$ cat src/sv/q2e_pkg.sv
package q2e_pkg;

  localparam int Q_W         = 32;  // quaternion part width
  localparam int PROD_W      = 44;  // Q40 product, floor of Q60
  localparam int OP_W        = 50;  // CORDIC x/y datapath
  localparam int ANG_W       = 34;  // Q30 radian accumulator
  localparam int ROOT_W      = 31;  // isqrt result
  localparam int SQ_IN_W     = 62;  // isqrt radicand, 2 bits per cell
  localparam int REM_W       = 35;  // isqrt partial remainder
  localparam int OFS_W       = 13;
  localparam int PITCH_W     = 16;
  localparam int ROLL_W      = 17;
  localparam int YAW_W       = 17;
  localparam int CFG_IDX_W   = 2;
  localparam int CORDIC_STEPS_DEF = 24;

  localparam logic [CFG_IDX_W-1:0] REG_PITCH_OFS = 2'd0;
  localparam logic [CFG_IDX_W-1:0] REG_ROLL_OFS  = 2'd1;
  localparam logic [CFG_IDX_W-1:0] REG_YAW_OFS   = 2'd2;

  localparam logic signed [OFS_W-1:0] PITCH_OFS_RST = 13'sd256;
  localparam logic signed [OFS_W-1:0] ROLL_OFS_RST  = -13'sd512;
  localparam logic signed [OFS_W-1:0] YAW_OFS_RST   = 13'sd0;

  localparam logic signed [ANG_W-1:0] HALF_PI_Q30 = 34'sd1686629713;
  localparam logic [17:0] DEG_NUM   = 18'd146688;
  localparam logic [31:0] RECIP_10  = 32'hCCCCCCCD;  // 2^35 / 10, rounded up

  // arctangent of 2^-i, Q30 radians, truncated
  function automatic logic [30:0] atan_q30(input logic [4:0] idx);
    logic [30:0] v;
    case (idx)
      5'd0:  v = 31'h3243F6A8;
      5'd1:  v = 31'h1DAC6705;
      5'd2:  v = 31'h0FADBAFC;
      5'd3:  v = 31'h07F56EA6;
      5'd4:  v = 31'h03FEAB76;
      5'd5:  v = 31'h01FFD55B;
      5'd6:  v = 31'h00FFFAAA;
      5'd7:  v = 31'h007FFF55;
      5'd8:  v = 31'h003FFFEA;
      5'd9:  v = 31'h001FFFFD;
      5'd10: v = 31'h000FFFFF;
      5'd11: v = 31'h0007FFFF;
      5'd12: v = 31'h0003FFFF;
      5'd13: v = 31'h0001FFFF;
      5'd14: v = 31'h0000FFFF;
      5'd15: v = 31'h00007FFF;
      5'd16: v = 31'h00003FFF;
      5'd17: v = 31'h00001FFF;
      5'd18: v = 31'h00000FFF;
      5'd19: v = 31'h000007FF;
      5'd20: v = 31'h000003FF;
      5'd21: v = 31'h000001FF;
      5'd22: v = 31'h000000FF;
      5'd23: v = 31'h0000007F;
      5'd24: v = 31'h0000003F;
      5'd25: v = 31'h0000001F;
      5'd26: v = 31'h0000000F;
      5'd27: v = 31'h00000007;
      5'd28: v = 31'h00000003;
      5'd29: v = 31'h00000001;
      default: v = 31'h0;
    endcase
    return v;
  endfunction

endpackage

$ cat src/sv/q2e_sqrt_cell.sv
module q2e_sqrt_cell
  import q2e_pkg::*;
#(
  parameter int SIDE_W = 1
) (
  input  logic               clk,
  input  logic               rst_n,
  input  logic               en,
  input  logic               vld_i,
  input  logic [SQ_IN_W-1:0] rad_i,
  input  logic [REM_W-1:0]   rem_i,
  input  logic [ROOT_W-1:0]  root_i,
  input  logic [SIDE_W-1:0]  side_i,
  output logic               vld_o,
  output logic [SQ_IN_W-1:0] rad_o,
  output logic [REM_W-1:0]   rem_o,
  output logic [ROOT_W-1:0]  root_o,
  output logic [SIDE_W-1:0]  side_o
);

  logic               vld_r;
  logic [SQ_IN_W-1:0] rad_r, rad_nxt;
  logic [REM_W-1:0]   rem_r, rem_nxt, rem_sh, trial;
  logic [ROOT_W-1:0]  root_r, root_nxt;
  logic [SIDE_W-1:0]  side_r;

  // one root bit per cell: bring down the next two radicand bits
  always_comb begin
    rem_sh  = {rem_i[REM_W-3:0], rad_i[SQ_IN_W-1 -: 2]};
    trial   = REM_W'({root_i, 2'b01});
    rad_nxt = {rad_i[SQ_IN_W-3:0], 2'b00};
    if (rem_sh >= trial) begin
      rem_nxt  = rem_sh - trial;
      root_nxt = {root_i[ROOT_W-2:0], 1'b1};
    end else begin
      rem_nxt  = rem_sh;
      root_nxt = {root_i[ROOT_W-2:0], 1'b0};
    end
  end

  always_ff @(posedge clk) begin
    if (!rst_n) begin
      vld_r <= 1'b0;
    end else if (en) begin
      vld_r <= vld_i;
    end
  end

  always_ff @(posedge clk) begin
    if (en) begin
      rad_r  <= rad_nxt;
      rem_r  <= rem_nxt;
      root_r <= root_nxt;
      side_r <= side_i;
    end
  end

  assign vld_o  = vld_r;
  assign rad_o  = rad_r;
  assign rem_o  = rem_r;
  assign root_o = root_r;
  assign side_o = side_r;

endmodule

$ cat config.mk
export PLATFORM = sky130hd
export DESIGN_NAME = q2e_sqrt_cell
export DESIGN_NICKNAME = d
export VERILOG_FILES = /design/src/sv/q2e_pkg.sv /design/src/sv/q2e_sqrt_cell.sv
export SDC_FILE = /design/constraint.sdc
export NUM_CORES = 1
export LEC_CHECK = 0
export BUFFER_PORTS_ARGS = -buffer_cell sky130_fd_sc_hd__buf_2
export CORE_MARGIN = 2
export CORE_UTILIZATION = 45
export CTS_CLUSTER_SIZE = 16
export DETAILED_ROUTE_END_ITERATION = 12
export PLACE_DENSITY = 0.73
export SETUP_SLACK_MARGIN = 0.05
export SLEW_MARGIN = 10
export SYNTH_ARGS = -nofsm -noshare
export SYNTH_HDL_FRONTEND = slang
export SYNTH_SLANG_ARGS = --single-unit
$ cat constraint.sdc
create_clock -name clk -period 4.1 [get_ports clk]
set_clock_uncertainty 0.2 [all_clocks]
set_input_delay 0.82 -clock clk [delete_from_list [all_inputs] [get_ports clk]]
set_output_delay 0.82 -clock clk [all_outputs]
set_load 0.005 [all_outputs]
After elaboration in Yosys (flattened, before gate mapping)
Index checks and enable logic that the tools add are counted.
W data, S select, Z words.

cells by class
  add/subtract/negate cells = 1
  mux-type cells = 2
  $lt $le $gt $ge = 1

operators with widths
  cell              number
  $ge A35 B33 Y1    1
  $mux W35          1
  $sub A35 B33 Y35  1
  $mux W1           1

storage, ports and cells
  logic and storage cells = 9
  input bits = 133
  output and inout port bits = 130
  flip-flop bits (word level) = 128

Longest topological paths before layout
Gate-level depths: netlist (run 1).

  word-level depth = 2
  mapped depth = 13
  gate-level depth less buffers = 11

Worst setup path after synthesis (run 1)
No wires, ideal clock.

  path kind = input port to flip-flop
  start = input root_i[8]
  end = register rem_r[29], in the netlist rem_o[29], data pin
  arrival = 2.858 ns
  setup slack = 0.878 ns
  path buffers = 0
  setup time = 0.165 ns
  stages on the path = 10
  cell sequence = inv_1 -> ha_1 -> a21oi_1 -> o21ai_1 -> a31oi_4 -> nand2_4 -> a41o_4 -> or4_4 -> and3_4 -> o31ai_2

on the way
  word-level cells in the longest chain between the ends = 2
  elaborated cells between the ends (all ways) = 3
  those cells by class = add/sub (1); order compare (1); mux (1)

RTL lines
  what                                                       line                                      source
  from (decl)                                                q2e_sqrt_cell.sv:12                       input logic [ROOT_W-1:0] root_i,
  $sub A35 B33 Y35 / $ge A35 B33 Y1 (equally long branches)  q2e_sqrt_cell.sv:33, q2e_sqrt_cell.sv:32
  $mux W35 (*)                                               q2e_sqrt_cell.sv:32                       if (rem_sh >= trial) begin
  named net rem_nxt[29]                                      q2e_sqrt_cell.sv:23                       logic [REM_W-1:0] rem_r, rem_nxt, rem_sh, trial;
  to (signal assigned)                                       q2e_sqrt_cell.sv:52                       rem_r <= rem_nxt;
  to (decl)                                                  q2e_sqrt_cell.sv:23

Mark *: on every way through the listed nets, which the timed path passes. The rest lies on a longest branch.
A chain may end at the register's enable or synchronous reset.

Worst setup path after layout (run 1)
  start = input rem_i[0]
  end = register rem_r[20], in the netlist rem_o[20], data pin

on the way
  word-level cells in the longest chain between the ends = 2
  elaborated cells between the ends (all ways) = 3
  those cells by class = add/sub (1); order compare (1); mux (1)

RTL lines
  what                                                       line                                      source
  from (decl)                                                q2e_sqrt_cell.sv:11                       input logic [REM_W-1:0] rem_i,
  $sub A35 B33 Y35 / $ge A35 B33 Y1 (equally long branches)  q2e_sqrt_cell.sv:33, q2e_sqrt_cell.sv:32
  $mux W35 (*)                                               q2e_sqrt_cell.sv:32
  named net rem_nxt[20]                                      q2e_sqrt_cell.sv:23

Marks and branches as above.

==> results of run 1 <==
[routing by layer]
layer | wire (um) | up-vias | global-route usage
met5 | 0 | - | 0
met4 | 224 | 0 | 0.06889
li1 | - | 2493 | -
met1 | 6560 | 2483 | 0.2403
met3 | 1224 | 19 | 0.05996
met2 | 8671 | 207 | 0.3826
[cell usage in the layout, fill, tap and decap left out, types with 5 or more instances in the layout]
| master | instances |
|---|---|
| sky130_fd_sc_hd__buf_2 | 257 |
| sky130_fd_sc_hd__edfxtp_1 | 127 |
| sky130_fd_sc_hd__ha_1 | 33 |
| sky130_fd_sc_hd__nand3_1 | 7 |
| sky130_fd_sc_hd__o21bai_1 | 6 |
| sky130_fd_sc_hd__xnor2_1 | 14 |
| sky130_fd_sc_hd__inv_1 | 46 |
| sky130_fd_sc_hd__buf_4 | 6 |
| sky130_fd_sc_hd__clkbuf_16 | 17 |
| sky130_fd_sc_hd__a21oi_1 | 50 |
| sky130_fd_sc_hd__nor2_1 | 41 |
| sky130_fd_sc_hd__o21a_1 | 6 |
| sky130_fd_sc_hd__xor2_1 | 10 |
| sky130_fd_sc_hd__o31ai_1 | 5 |
| sky130_fd_sc_hd__nand2_1 | 25 |
| sky130_fd_sc_hd__a21o_1 | 16 |
| sky130_fd_sc_hd__and3_1 | 8 |
| sky130_fd_sc_hd__a211oi_1 | 10 |
| sky130_fd_sc_hd__o21ai_0 | 28 |
| sky130_fd_sc_hd__nand4_1 | 6 |
[power breakdown]
part           switching, mW  internal [mW]
registers             0.0324           1.61
clock network          0.574          0.901
logic                  0.391          0.311
total                  0.997           2.82
[through the flow]
| stage | hold WS (ns) | setup slack (ns) | total power, mW |
|---|---|---|---|
| finish | 0.3308 | 0.6815 | 3.818 |
| global route | 0.3575 | 0.5263 | 3.987 |
| CTS | 0.3303 | 0.7643 | 3.849 |
| detailed placement | 0.3141 | 0.3312 | 2.369 |
| global placement | 0.2923 | 0.3548 | 2.352 |
| floorplan | 0.3073 | 0.8777 | 2.050 |
[worst min-delay path, cell delays in order, from the launching register on]
cell,delay [ns]
sky130_fd_sc_hd__dfxtp_1,0.31
sky130_fd_sc_hd__mux2i_1,0.12
sky130_fd_sc_hd__nor2b_1,0.06
[final cells by class]
class	instances	share of cell area
clock buffer	17	0.05030
clock inverter	15	0.01864
tap	180	0.02663
timing repair buffer	264	0.1598
multi-input combinational	334	0.2706
inverter	47	0.02086
sequential	128	0.4533
[final timing paths]
| check | startpoint | to | slack [ns] | depth (start not counted) |
|---|---|---|---|---|
| worst max-delay path | rem_i[0] | rem_o[20] | 0.68 | 10 |
| worst min-delay path | vld_o | vld_o | 0.33 | 2 |
| worst max register to register | vld_o | vld_o | 3.31 | 2 |
| worst min register to register | vld_o | vld_o | 0.33 | 2 |
[state kept, by name (all words and copies together) (netlist names)]
name,count
vld_o,1
rad_o,60
rem_o,35
side_o,1
root_o,31
[kinds of logic (layout without fill, tap and decap cells)]
kind of cell             Yosys count  after routing  synth area share
AO/OA/AOI/OAI                    153            153            0.1575
XOR/XNOR                          24             24           0.03283
adder cells (fa/ha/maj)           33             33           0.06448
buffers and inverters             64            343           0.04455
flip-flops                       128            128            0.5987
multiplexers                       4              4          0.006448
other                              1              2         0.0005856
AND/OR/NAND/NOR                  118            118           0.09496
==> report_table.html, run 1 <==
<table>
<tr><th>Metric</th><th>Value</th></tr>
<tr><th colspan="2">Outcome</th></tr>
<tr><td>Run status</td><td>finished, final reports clean</td></tr>
<tr><th colspan="2">Global route</th></tr>
<tr><td>Maximum number of pins on one net before global-route repair</td><td>71</td></tr>
<tr><td>Total congestion overflow after global routing</td><td>0</td></tr>
<tr><td>Antenna violations before repair</td><td>0</td></tr>
<tr><td>Vias in the first global route</td><td>4966</td></tr>
<tr><td>First-pass GRT wire length</td><td>24480 um</td></tr>
<tr><td>GR Util All Layers</td><td>0.2119</td></tr>
<tr><th colspan="2">Timing</th></tr>
<tr><td>Final Cycle Share</td><td>0.8338</td></tr>
<tr><td>Shortest period the worst path allows</td><td>3.418 ns</td></tr>
<tr><td>Final Slew Violations</td><td>0</td></tr>
<tr><td>Endpoints failing setup</td><td>0</td></tr>
<tr><td>Post-Route Setup TNS</td><td>0 ns</td></tr>
<tr><td>Setup repair after global routing missed its margin</td><td>no</td></tr>
<tr><td>Number of hold violations in the final report</td><td>0</td></tr>
<tr><td>Maximum operating frequency</td><td>0.2925 GHz</td></tr>
<tr><th colspan="2">Logic synthesis</th></tr>
<tr><td>Number of synthesized flops with an enable pin</td><td>127</td></tr>
<tr><td>Top cells by area, synth</td><td>sky130_fd_sc_hd__edfxtp_1 60%, sky130_fd_sc_hd__ha_1 6.4%, sky130_fd_sc_hd__a21oi_1 3.9%</td></tr>
<tr><td>Dominant cell type by area after synthesis</td><td>sky130_fd_sc_hd__edfxtp_1</td></tr>
<tr><td>Count leader, synth</td><td>sky130_fd_sc_hd__edfxtp_1</td></tr>
<tr><td>Syn avg cell area</td><td>12.20 sq um</td></tr>
<tr><td>Fraction of synthesized cell area taken by the top area cell type</td><td>0.5955</td></tr>
<tr><td>Number of synthesized register bits</td><td>128</td></tr>
<tr><td>Fraction of registers with async set/reset</td><td>0</td></tr>
<tr><td>Most frequently used flop master after synthesis</td><td>sky130_fd_sc_hd__edfxtp_1</td></tr>
<tr><td>Number of warnings issued by yosys</td><td>0</td></tr>
<tr><td>Unique cell type count in the Yosys netlist</td><td>71</td></tr>
<tr><td>Synthesized area</td><td>6404 sq um</td></tr>
<tr><td>Sequential area share after synthesis</td><td>0.5987</td></tr>
<tr><td>Post-Synthesis Cells</td><td>525</td></tr>
<tr><td>Most numerous cell types in the synthesized netlist</td><td>127 x sky130_fd_sc_hd__edfxtp_1, 50 x sky130_fd_sc_hd__a21oi_1, 46 x sky130_fd_sc_hd__inv_1</td></tr>
<tr><th colspan="2">Placed design</th></tr>
<tr><td>Cell area after placement</td><td>7875 sq um</td></tr>
<tr><td>Weighted congestion at the end of routability-driven global placement</td><td>0.8425</td></tr>
<tr><td>DPL Wire Length</td><td>12960 um</td></tr>
<tr><td>Placed insts</td><td>953</td></tr>
<tr><td>Port Buffer Count</td><td>258</td></tr>
<tr><th colspan="2">Drt</th></tr>
<tr><td>DRT Pass-1 Iters</td><td>5</td></tr>
<tr><td>First DRT Iteration DRCs</td><td>277</td></tr>
<tr><td>Drt drc</td><td>0</td></tr>
<tr><td>Average wire length per cell after detail routing</td><td>16.93 um</td></tr>
<tr><td>Drt via density</td><td>5.281</td></tr>
<tr><td>DRT antenna net count</td><td>0</td></tr>
<tr><td>Total wire length</td><td>16680 um</td></tr>
<tr><td>Number of vias after detailed routing</td><td>5202</td></tr>
<tr><th colspan="2">Setup path</th></tr>
<tr><td>Element type at the critical path start</td><td>input pin</td></tr>
<tr><td>Sequence of cells on the critical path</td><td>buf_2 &gt; ha_1 &gt; nor2b_1 &gt; o31a_1 &gt; o311ai_0 &gt; nand3b_1 &gt; o21ai_0 &gt; o21ai_0 &gt; xnor2_1 &gt; a21oi_1</td></tr>
<tr><td>Critical path data required time</td><td>4.05 ns</td></tr>
<tr><td>Category of cells accounting for the largest share of critical-path delay</td><td>compound AO/OA/AOI/OAI gates</td></tr>
<tr><td>Path type of the worst setup path</td><td>in -&gt; reg</td></tr>
<tr><td>Largest fanout of any net on the critical path</td><td>5</td></tr>
<tr><td>Buf+Inv Stages, Crit Path</td><td>1</td></tr>
<tr><td>Library cell appearing most often on the critical path</td><td>sky130_fd_sc_hd__o21ai_0</td></tr>
<tr><td>Worst setup EP type</td><td>flop</td></tr>
<tr><td>Delay contributed by the slowest stage of the critical path</td><td>0.43 ns</td></tr>
<tr><td>Worst Path Arrival</td><td>3.37 ns</td></tr>
<tr><td>Slowest stage cell, crit path</td><td>sky130_fd_sc_hd__o21ai_0</td></tr>
<tr><th colspan="2">Floorplanning</th></tr>
<tr><td>Area of the die</td><td>15200 sq um</td></tr>
<tr><td>Std cell rows</td><td>43</td></tr>
<tr><td>Boundary pin count</td><td>263</td></tr>
<tr><td>Die height</td><td>123.3 um</td></tr>
<tr><td>CORE AREA</td><td>13880 sq um</td></tr>
<tr><td>Horizontal die dimension</td><td>123.3 um</td></tr>
<tr><td>Effective utilization at floorplan</td><td>0.4613</td></tr>
<tr><th colspan="2">CTS</th></tr>
<tr><td>Post-CTS sizing</td><td>0</td></tr>
<tr><td>Hold bufs inserted after CTS</td><td>0</td></tr>
<tr><td>TritonCTS buffer count</td><td>17</td></tr>
<tr><td>Number of sinks on the clock net</td><td>128</td></tr>
<tr><td>Number of levels the H-tree was split into</td><td>4</td></tr>
<tr><td>Clock transition time at the flip-flop clock pins of the worst setup and hold paths</td><td>0.06 ns</td></tr>
<tr><td>TritonCTS clock tree</td><td>done</td></tr>
<tr><td>Root cell of the clock tree</td><td>sky130_fd_sc_hd__clkbuf_16</td></tr>
<tr><td>Max Root-Sink Buffers</td><td>2</td></tr>
<tr><td>Insertion delay to the later sink of the worst-skew pair</td><td>0.41 ns</td></tr>
<tr><td>Buffers inserted during post-CTS setup optimization</td><td>0</td></tr>
<tr><th colspan="2">Pwr</th></tr>
<tr><td>Areal power density over the cells</td><td>451.4 nW/um^2</td></tr>
<tr><td>Leak Pwr</td><td>3.814 nW</td></tr>
<tr><td>Worst-case vdd ir drop</td><td>0.2209 mV</td></tr>
<tr><th colspan="2">Worst hold path</th></tr>
<tr><td>Worst min path class</td><td>reg -&gt; reg</td></tr>
<tr><th colspan="2">Cells and area</th></tr>
<tr><td>Count of antenna diodes in the layout</td><td>0</td></tr>
<tr><td>Number of nets at the end of the flow</td><td>958</td></tr>
<tr><td>Post-synthesis to final-layout area growth</td><td>32.08%</td></tr>
<tr><td>Final instance area</td><td>8458 sq um</td></tr>
<tr><td>Non-filler instance count after layout</td><td>985</td></tr>
<tr><td>Utilization of the core after routing</td><td>0.6093</td></tr>
<tr><td>Seq. cell area</td><td>3834 sq um</td></tr>
<tr><td>Area of the multi-input gates</td><td>2288 sq um</td></tr>
<tr><td>Fraction of final layout cells sized beyond drive strength 1</td><td>0.3963</td></tr>
<tr><td>Filler cell count</td><td>1162</td></tr>
<tr><th colspan="2">Flow run</th></tr>
<tr><td>MaxCap Viol Count</td><td>0</td></tr>
</table>
Note: power is estimated with default switching activity, not from simulation.
==> run 2: changes to the inputs <==
Settings changed: CORE_UTILIZATION 45 to 44, PLACE_DENSITY 0.73 to 0.75.
Clock period 4.1 ns to 3.1 ns, I/O delays scaled along.
==> run 2 against run 1 <==
Via count increased by 3.3%. Sequential share of layout area shrank 3.2 points. Final cell count up 8.1%. Count of clock-buffer cells in the layout stayed put. Combinational power is 51% higher. Die area grew 2.2%. Design area up 7.5%. First-iteration DRC count is 18% higher. Clock power is 39% higher. Non-clock buffer count rose by 76. Power grew 38%. Critical path type unchanged. Highest routed layer unchanged.
==> report_table.html, run 2 (synthesized netlist as in run 1, its figures left out) <==
<table>
<tr><th>Metric</th><th>Value</th></tr>
<tr><th colspan="2">Outcome</th></tr>
<tr><td>Run status</td><td>finished, final reports clean</td></tr>
<tr><th colspan="2">Cells and area</th></tr>
<tr><td>Final instance area</td><td>9092 sq um</td></tr>
<tr><td>Area of the multi-input gates</td><td>2293 sq um</td></tr>
<tr><td>Utilization of the core after routing</td><td>0.6328</td></tr>
<tr><td>Number of nets at the end of the flow</td><td>1034</td></tr>
<tr><td>Post-synthesis to final-layout area growth</td><td>41.99%</td></tr>
<tr><td>Seq. cell area</td><td>3834 sq um</td></tr>
<tr><td>Filler cell count</td><td>1167</td></tr>
<tr><td>Fraction of final layout cells sized beyond drive strength 1</td><td>0.4489</td></tr>
<tr><td>Flip-flop count of the largest register after layout</td><td>60</td></tr>
<tr><td>Commonest non-fill, non-tap cells in the layout</td><td>257 x sky130_fd_sc_hd__buf_2, 127 x sky130_fd_sc_hd__edfxtp_1, 79 x sky130_fd_sc_hd__buf_4</td></tr>
<tr><td>Most common cell after layout, fill and taps aside</td><td>sky130_fd_sc_hd__buf_2</td></tr>
<tr><th colspan="2">Flow run</th></tr>
<tr><td>MaxCap Viol Count</td><td>0</td></tr>
<tr><th colspan="2">CTS</th></tr>
<tr><td>Number of sinks on the clock net</td><td>128</td></tr>
<tr><td>Buffers inserted during post-CTS setup optimization</td><td>0</td></tr>
<tr><td>Clock transition time at the flip-flop clock pins of the worst setup and hold paths</td><td>0.06 ns</td></tr>
<tr><td>Insertion delay to the later sink of the worst-skew pair</td><td>0.41 ns</td></tr>
<tr><td>Hold bufs inserted after CTS</td><td>0</td></tr>
<tr><td>Root cell of the clock tree</td><td>sky130_fd_sc_hd__clkbuf_16</td></tr>
<tr><td>TritonCTS clock tree</td><td>done</td></tr>
<tr><td>Number of levels the H-tree was split into</td><td>4</td></tr>
<tr><td>Max Root-Sink Buffers</td><td>2</td></tr>
<tr><td>TritonCTS buffer count</td><td>17</td></tr>
<tr><td>Post-CTS sizing</td><td>0</td></tr>
<tr><th colspan="2">Timing</th></tr>
<tr><td>Final Slew Violations</td><td>0</td></tr>
<tr><td>Final Cycle Share</td><td>0.9468</td></tr>
<tr><td>Number of hold violations in the final report</td><td>0</td></tr>
<tr><td>Endpoints failing setup</td><td>0</td></tr>
<tr><td>Setup repair after global routing missed its margin</td><td>yes</td></tr>
<tr><td>Maximum operating frequency</td><td>0.3407 GHz</td></tr>
<tr><td>Shortest period the worst path allows</td><td>2.935 ns</td></tr>
<tr><th colspan="2">Placed design</th></tr>
<tr><td>Port Buffer Count</td><td>258</td></tr>
<tr><td>Weighted congestion at the end of routability-driven global placement</td><td>0.8667</td></tr>
<tr><td>DPL Wire Length</td><td>13370 um</td></tr>
<tr><td>Cell area after placement</td><td>8476 sq um</td></tr>
<tr><th colspan="2">Worst hold path</th></tr>
<tr><td>Worst min path class</td><td>in -&gt; reg</td></tr>
<tr><th colspan="2">Floorplanning</th></tr>
<tr><td>Die height</td><td>124.6 um</td></tr>
<tr><td>Area of the die</td><td>15540 sq um</td></tr>
<tr><td>Std cell rows</td><td>44</td></tr>
<tr><td>Boundary pin count</td><td>263</td></tr>
<tr><td>CORE AREA</td><td>14370 sq um</td></tr>
<tr><td>Horizontal die dimension</td><td>124.6 um</td></tr>
<tr><td>Effective utilization at floorplan</td><td>0.4457</td></tr>
<tr><th colspan="2">Drt</th></tr>
<tr><td>DRT Pass-1 Iters</td><td>5</td></tr>
<tr><td>Drt via density</td><td>5.048</td></tr>
<tr><td>Drt drc</td><td>0</td></tr>
<tr><td>DRT antenna net count</td><td>0</td></tr>
<tr><td>Total wire length</td><td>17240 um</td></tr>
<tr><td>Number of vias after detailed routing</td><td>5376</td></tr>
<tr><td>Average wire length per cell after detail routing</td><td>16.19 um</td></tr>
<tr><td>First DRT Iteration DRCs</td><td>326</td></tr>
<tr><th colspan="2">Setup path</th></tr>
<tr><td>Worst Path Arrival</td><td>2.93 ns</td></tr>
<tr><td>Worst setup EP type</td><td>flop</td></tr>
<tr><td>Path type of the worst setup path</td><td>in -&gt; reg</td></tr>
<tr><td>Largest fanout of any net on the critical path</td><td>10</td></tr>
<tr><td>Critical path data required time</td><td>3.09 ns</td></tr>
<tr><td>Element type at the critical path start</td><td>input pin</td></tr>
<tr><th colspan="2">Pwr</th></tr>
<tr><td>Worst-case vdd ir drop</td><td>0.3271 mV</td></tr>
<tr><td>Leak Pwr</td><td>4.206 nW</td></tr>
<tr><td>Areal power density over the cells</td><td>580.8 nW/um^2</td></tr>
<tr><th colspan="2">Global route</th></tr>
<tr><td>First-pass GRT wire length</td><td>26770 um</td></tr>
<tr><td>Vias in the first global route</td><td>5157</td></tr>
<tr><td>Total congestion overflow after global routing</td><td>0</td></tr>
<tr><td>Antenna violations before repair</td><td>1</td></tr>
<tr><td>Maximum number of pins on one net before global-route repair</td><td>64</td></tr>
<tr><td>GR Util All Layers</td><td>0.2197</td></tr>
</table>
-- run 2: metrics by stage --
step	cells	setup WS [ns]	hold WS (ns)	setup TNS (ns)	total power, mW
after global placement	1033	-0.2656	0.3007	-5.156	3.242
after CTS	1064	0.1481	0.1617	0	5.318
final	1065	0.1649	0.1751	0	5.281
after global routing	1065	0.002879	0.1644	0	5.515
after detailed placement	1033	-0.2904	0.3029	-6.647	3.266
after floorplan	526	0.07767	0.3073	0	2.711
-- run 2: critical path, stage by stage --
cell                       delay (ns)
sky130_fd_sc_hd__buf_2           0.08
sky130_fd_sc_hd__inv_1           0.04
sky130_fd_sc_hd__ha_1            0.28
sky130_fd_sc_hd__buf_4           0.13
sky130_fd_sc_hd__o211ai_1        0.09
sky130_fd_sc_hd__o211a_1         0.26
sky130_fd_sc_hd__or3_4           0.42
sky130_fd_sc_hd__nand2_4         0.08
sky130_fd_sc_hd__a41o_4          0.25
sky130_fd_sc_hd__o21ai_2         0.09
sky130_fd_sc_hd__buf_4           0.20
sky130_fd_sc_hd__o31ai_1         0.38
-- run 2: final timing paths --
path	from	end	slack [ns]	cells after the start
worst min-delay path	rad_i[54]	rad_o[56]	0.18	1
worst max register to register	vld_o	vld_o	2.32	2
worst max-delay path	root_i[0]	rem_o[27]	0.16	12
worst min register to register	vld_o	vld_o	0.32	2
-- run 2: power by group --
part / switching (mW) / internal, mW
Clock: 0.775 / 1.27
Combinational: 0.543 / 0.521
Sequential: 0.0422 / 2.13
Total: 1.36 / 3.92
-- run 2: per-layer routing --
metal,vias to the layer above,share of wire,track usage
met1,2501,0.41,0.2625
met3,25,0.056,0.04897
li1,2652,-,-
met2,198,0.52,0.3864
met5,-,0,0
met4,0,0.018,0.08460
-- run 2: layout make-up --
type | instances | share of cell area
Timing Repair Buffer | 340 | 0.2145
Clock buffer | 17 | 0.04679
Clock inverter | 14 | 0.01982
Antenna cell | 1 | 0.0002752
Inverter | 47 | 0.01940
Sequential cell | 128 | 0.4216
Tap cell | 184 | 0.02532
Multi-Input combinational cell | 334 | 0.2522
